File: src/rtl/sorted_score_insertion_list_defines.svh
// assertion macros shared by the sorted score list rtl
`ifndef SORTED_SCORE_INSERTION_LIST_DEFINES_SVH
`define SORTED_SCORE_INSERTION_LIST_DEFINES_SVH

`ifndef ASSERT_OFF

// property checked at every rising edge outside reset
`define ASSERT_PROP(lbl, clk, rstn, prop, msg) \
    lbl: assert property (@(posedge clk) disable iff (!(rstn)) prop) else $error(msg);

// condition that must never hold outside reset
`define ASSERT_NEVER(lbl, clk, rstn, cond, msg) \
    `ASSERT_PROP(lbl, clk, rstn, !(cond), msg)

`else

`define ASSERT_PROP(lbl, clk, rstn, prop, msg)

`define ASSERT_NEVER(lbl, clk, rstn, cond, msg)

`endif

`endif

File: src/rtl/ssil_pkg.sv
// shared types and constants of the sorted score insertion list
`default_nettype none

package ssil_pkg;

    // default entries per list
    localparam int LIST_DEPTH_DEF = 256;

    // field widths
    localparam int POS_W   = 32;
    localparam int SCORE_W = 32;
    localparam int INDEX_W = 8;
    localparam int RANK_W  = 9;
    localparam int COUNT_W = 9;
    localparam int OP_W    = 2;

    // ranks addressable by a read
    localparam int IDX_SPAN = 2 ** INDEX_W;

    // operation codes
    typedef enum logic [OP_W-1:0] {
        OP_INSERT = 2'd0,
        OP_READ   = 2'd1,
        OP_CLEAR  = 2'd2
    } op_t;

    // one stored pair
    typedef struct packed {
        logic [POS_W-1:0]          position;
        logic signed [SCORE_W-1:0] score;
    } entry_t;

    // input item
    typedef struct packed {
        logic [OP_W-1:0]           operation;
        logic                      list_select;
        logic [POS_W-1:0]          position;
        logic signed [SCORE_W-1:0] score;
        logic [INDEX_W-1:0]        read_index;
    } in_item_t;

    // result item
    typedef struct packed {
        logic [POS_W-1:0]          out_position;
        logic signed [SCORE_W-1:0] out_score;
        logic [RANK_W-1:0]         insert_rank;
        logic [COUNT_W-1:0]        entry_count;
        logic                      overflow;
        logic                      entry_valid;
    } out_item_t;

    // control and data broadcast to every cell
    typedef struct packed {
        logic               wr;
        logic               ins_op;
        logic               rd_op;
        logic               sel;
        entry_t             item;
        logic [INDEX_W-1:0] read_index;
    } bcast_t;

endpackage

`default_nettype wire

File: src/rtl/ssil_cell.sv
// one rank of both lists: compare, shift from the upper neighbor, tap for read or insert rank
`default_nettype none

module ssil_cell #(
    parameter int DEPTH = ssil_pkg::LIST_DEPTH_DEF,
    parameter int IDX   = 0
) (
    input  wire logic                                      aclk,
    input  wire ssil_pkg::bcast_t                          bcast,
    input  wire logic [$clog2(DEPTH+1)-1:0]                count,
    input  wire logic                                      prev_ge,
    input  wire ssil_pkg::entry_t [1:0]                    prev_ent,
    output logic                                           ge,
    output ssil_pkg::entry_t [1:0]                         ent_out,
    output logic [ssil_pkg::POS_W+ssil_pkg::SCORE_W+$clog2(DEPTH)-1:0] leaf
);

    localparam int CW = $clog2(DEPTH + 1);
    localparam int RW = $clog2(DEPTH);
    localparam logic                            IN_SPAN = (IDX < ssil_pkg::IDX_SPAN);
    localparam logic [ssil_pkg::INDEX_W-1:0]    IDX_LO  = ssil_pkg::INDEX_W'(IDX);
    localparam logic [CW-1:0]                   IDX_CW  = CW'(IDX);
    localparam logic [RW-1:0]                   IDX_RW  = RW'(IDX);

    ssil_pkg::entry_t [1:0] ent_reg;
    ssil_pkg::entry_t       cur;
    logic                   occupied;
    logic                   hit;

    // entry of the addressed list and its order against the new score
    always_comb begin
        cur      = ent_reg[bcast.sel];
        occupied = (IDX_CW < count);
        ge       = occupied && !(bcast.item.score > cur.score);
        hit      = (bcast.ins_op && prev_ge && !ge) ||
                   (bcast.rd_op && IN_SPAN && occupied && (bcast.read_index == IDX_LO));
        leaf     = hit ? {cur.position, cur.score, IDX_RW} : '0;
    end

    // keep, take the new pair, or take the neighbor's pair
    always_ff @(posedge aclk) begin
        if (bcast.wr && !ge) begin
            ent_reg[bcast.sel] <= prev_ge ? bcast.item : prev_ent[bcast.sel];
        end
    end

    assign ent_out = ent_reg;

endmodule

`default_nettype wire

File: config.mk
export PLATFORM = sky130hd
export DESIGN_NAME = ssil_cell
export DESIGN_NICKNAME = d
export VERILOG_FILES = /design/src/rtl/sorted_score_insertion_list_defines.svh /design/src/rtl/ssil_pkg.sv /design/src/rtl/ssil_cell.sv
export SDC_FILE = /design/constraint.sdc
export NUM_CORES = 1
export LEC_CHECK = 0
export BUFFER_PORTS_ARGS = -buffer_cell sky130_fd_sc_hd__buf_2
export CAP_MARGIN = 20
export CORE_AREA = 2 2 164 166
export CTS_CLUSTER_DIAMETER = 30
export DETAILED_ROUTE_END_ITERATION = 6
export DIE_AREA = 0 0 166 168
export GPL_ROUTABILITY_DRIVEN = 0
export GPL_TIMING_DRIVEN = 0
export SYNTH_ARGS = -nofsm -noshare
export SYNTH_HDL_FRONTEND = slang
export SYNTH_SLANG_ARGS = --single-unit
File: constraint.sdc
create_clock -name aclk -period 10.35 [get_ports aclk]
set_clock_uncertainty 0.15 [all_clocks]
set_input_delay 1.5525 -clock aclk [delete_from_list [all_inputs] [get_ports aclk]]
set_output_delay 1.5525 -clock aclk [all_outputs]
set_load 0.01 [all_outputs]
==> impl_metrics.csv <==
group,metric,value,unit
grt,grt_max_degree,26,
routing,firstDrtPassIters,6,
setup_path,critPathMaxStageDelay,0.78,ns
clock_tree,cts_resized,0,
clock_tree,cts.sinks,128,
sta,hold_viol_final,0,
finish,seqCellArea,3840,um^2
floorplan,core_region_area,26400,um^2
setup_path,path_cells,"clkbuf_1, clkbuf_1, buf_1, mux2i_1, ha_1, a21oi_1, o211ai_1, a2111oi_0, a31oi_1, o211ai_4, buf_6, a21oi_1, buf_2",
clock_tree,cts.reportedPaths.clkPinSlew,0.07,ns
grt,grt_use_met2,31.8,%
clock_tree,cts-root-buf,"clkbuf_16",
finish,fillCellCount,2645,
sta,rsz0062_at_grt,"no",
sta,slew_headroom,34.4,%
grt,grt_util_all_layers,18.2,%
power,vdd_ir_drop_max,0.0958,mV
setup_path,critPathKind,"in -> out",
grt,busiest_layer,"met2",
power,power_frac_comb,19.7,%
synth,synth_top_area_share,53.4,%
power,internal-power,1130,uW
grt,grt_pass1_wl,38.8,mm
routing,finalWirelength,26.4,mm
sta,setup_viol,0,
setup_path,critPathSlowestCell,"buf_1",
setup_path,worstSetupStartpointType,"input port",
sta,fin_crit_sh,79.3,%
sta,max_slew.worst_pin.slew,0.975,ns
routing,viasPerCell,4.70,
routing,ant_nets,0,
synth,ys_seq_area_share,53.4,%
clock_tree,htree_levels,4,
clock_tree,clk-insertion-delay-late,0.41,ns
synth,yosysMostFrequentCell,"edfxtp_1",
grt,use_met1,23.2,%
synth,synth.area.top_cells,"edfxtp_1 (53%), mux2i_1 (18%), ha_1 (5.6%)",
finish,final_nets,1289,
power,pwr-share-seq,40.3,%
synth,synth_ff_type,"edfxtp_1",
power,p_sw,442,uW
finish,synthToLayoutAreaGrowth,44.7,%
synth,synth_area_leader_cell,"edfxtp_1",
clock_tree,postCtsSetupRepairBufs,0,
floorplan,row_count,60,
synth,syn_inst,606,
place,port_buffers,405,
setup_path,worstPathMaxFanout,10,
sta,max_freq,0.122,GHz
floorplan,dieArea,27900,um^2
power,clkPwrFrac,40.0,%
synth,synth_common_cells,"edfxtp_1 (128), mux2i_1 (127), nand2_1 (77)",
synth,syn_area_per_cell,11.9,um^2
sta,slew_viol_final,0,
sta,whs,1.30,ns
synth,ys_seq_elements,128,
setup_path,critPathBufInv,5,
clock_tree,clk_path_buf_depth,2,
sta,min_period,8.21,ns
power,leakage,0.00483,uW
routing,drt-initial-drc-count,383,
finish,multi_input_area,3130,um^2
grt,antenna_found_initial,0,
finish,post-route-util,39.5,%
finish,largest_reg_flops,128,
synth,synth-edff-count,128,
run_status,status,"completed",
setup_path,arrival,6.51,ns
routing,wire_per_inst,18.9,um
clock_tree,cts_tree,"built",
place,place_hpwl,21.0,mm
routing,dr_total_vias,6567,
floorplan,io_pins,416,
synth,yosys.cell_types.count,35,
run,cap_violations,0,
setup_path,critPathRequiredTime,8.65,ns
synth,synth-async-reset-ratio,0,%
grt,grt_pass1_vias,6574,
finish,drive_gt1_share,46.4,%
synth,yosys_warnings,0,
power,p_per_area,151,nW/um^2
power,sw_frac_of_total,28.1,%
grt,grt.overflow.total,0,
grt,use_met3,3.64,%
floorplan,die_h,168,um
routing,drc,0,
floorplan,initial_core_util,27.3,%
synth,syn_area,7190,um^2
setup_path,worst_setup_path_end_kind,"output pin",
clock_tree,cts_buffers,17,
floorplan,die_w,166,um
setup_path,cp_top_family,"compound AO/OA/AOI/OAI gates",
worst_hold_path,min_path_type,"in -> reg",
clock_tree,hold_buffers,0,
## cell usage in the layout, fill, tap and decap left out, types with 3 or more instances in the layout
master / n
buf_2: 410
edfxtp_1: 128
mux2i_1: 127
nand2_1: 77
o21ai_0: 68
a21oi_1: 56
ha_1: 32
clkbuf_1: 27
a21oi_2: 21
clkbuf_16: 17
nor2_1: 9
buf_4: 8
conb_1: 8
buf_6: 6
buf_1: 4
nand4_1: 4
inv_6: 4
buf_12: 4
inv_1: 3
nor3_1: 3
bufinv_16: 3
## logic make-up (layout without fill, tap and decap cells)
logic type | Yosys count | count (layout) | share of synthesized area (%)
AOI/OAI and AO/OA | 161 | 161 | 13.0
and+or+nand+nor | 104 | 104 | 6.24
DFF | 128 | 128 | 53.4
muxes | 128 | 128 | 17.8
adders and majority gates | 32 | 32 | 5.57
buffers and inverters | 52 | 494 | 3.84
other | 1 | 9 | 0.0521
## through the flow
step	power (uW)	setup TNS (ns)	instance area (um^2)	cells	setup slack, ns
floorplan	807	0	7220	613	2.54
global placement	951	-193.67	9670	1359	-1.55
detailed placement	957	0	9780	1363	1.96
CTS	1590	0	10400	1395	1.94
global route	1640	0	10400	1396	1.79
finish	1570	0	10400	1397	2.14
## worst min-delay path, cell delays in order
cell     delay (ns)
buf_2          0.08
nand2_1        0.04
o21ai_0        0.08
## power groups by stage
stage	sequential [uW]	combinational [uW]	clock (uW)
after global routing	638	338	665
after global placement	651	300	0
final	634	309	629
after floorplan	664	143	0
after detailed placement	645	312	0
after CTS	634	313	645
## layout make-up
cell class                 instances  area share, %
buffer                            49           2.55
clock inverter                    14           1.72
antenna                            1         0.0240
clock buffer                      18           4.12
tap                              341           4.10
sequential                       128           36.9
multi-input combinational        433           30.1
timing repair buffer             410           20.4
inverter                           3          0.108
## routing by layer
layer,routed length [um],share of wire [%],up-vias
met5,0,0,-
met1,11400,43,3117
met3,1590,6.0,19
met2,13100,50,273
met4,339,1.3,0
li1,-,-,3158
## final timing paths
| path | from | to | slack [ns] | depth (start not counted) |
|---|---|---|---|---|
| setup / recovery | bcast[72] | leaf[37] | 2.14 | 13 |
| hold / removal | bcast[49] | ent_out[41] | 1.30 | 3 |
| setup reg to reg | ent_out[95] | ent_out[24] | 6.24 | 9 |
| hold reg to reg | ent_out[64] | ent_out[122] | 1.52 | 7 |
Note: power is estimated with default switching activity, not from simulation.
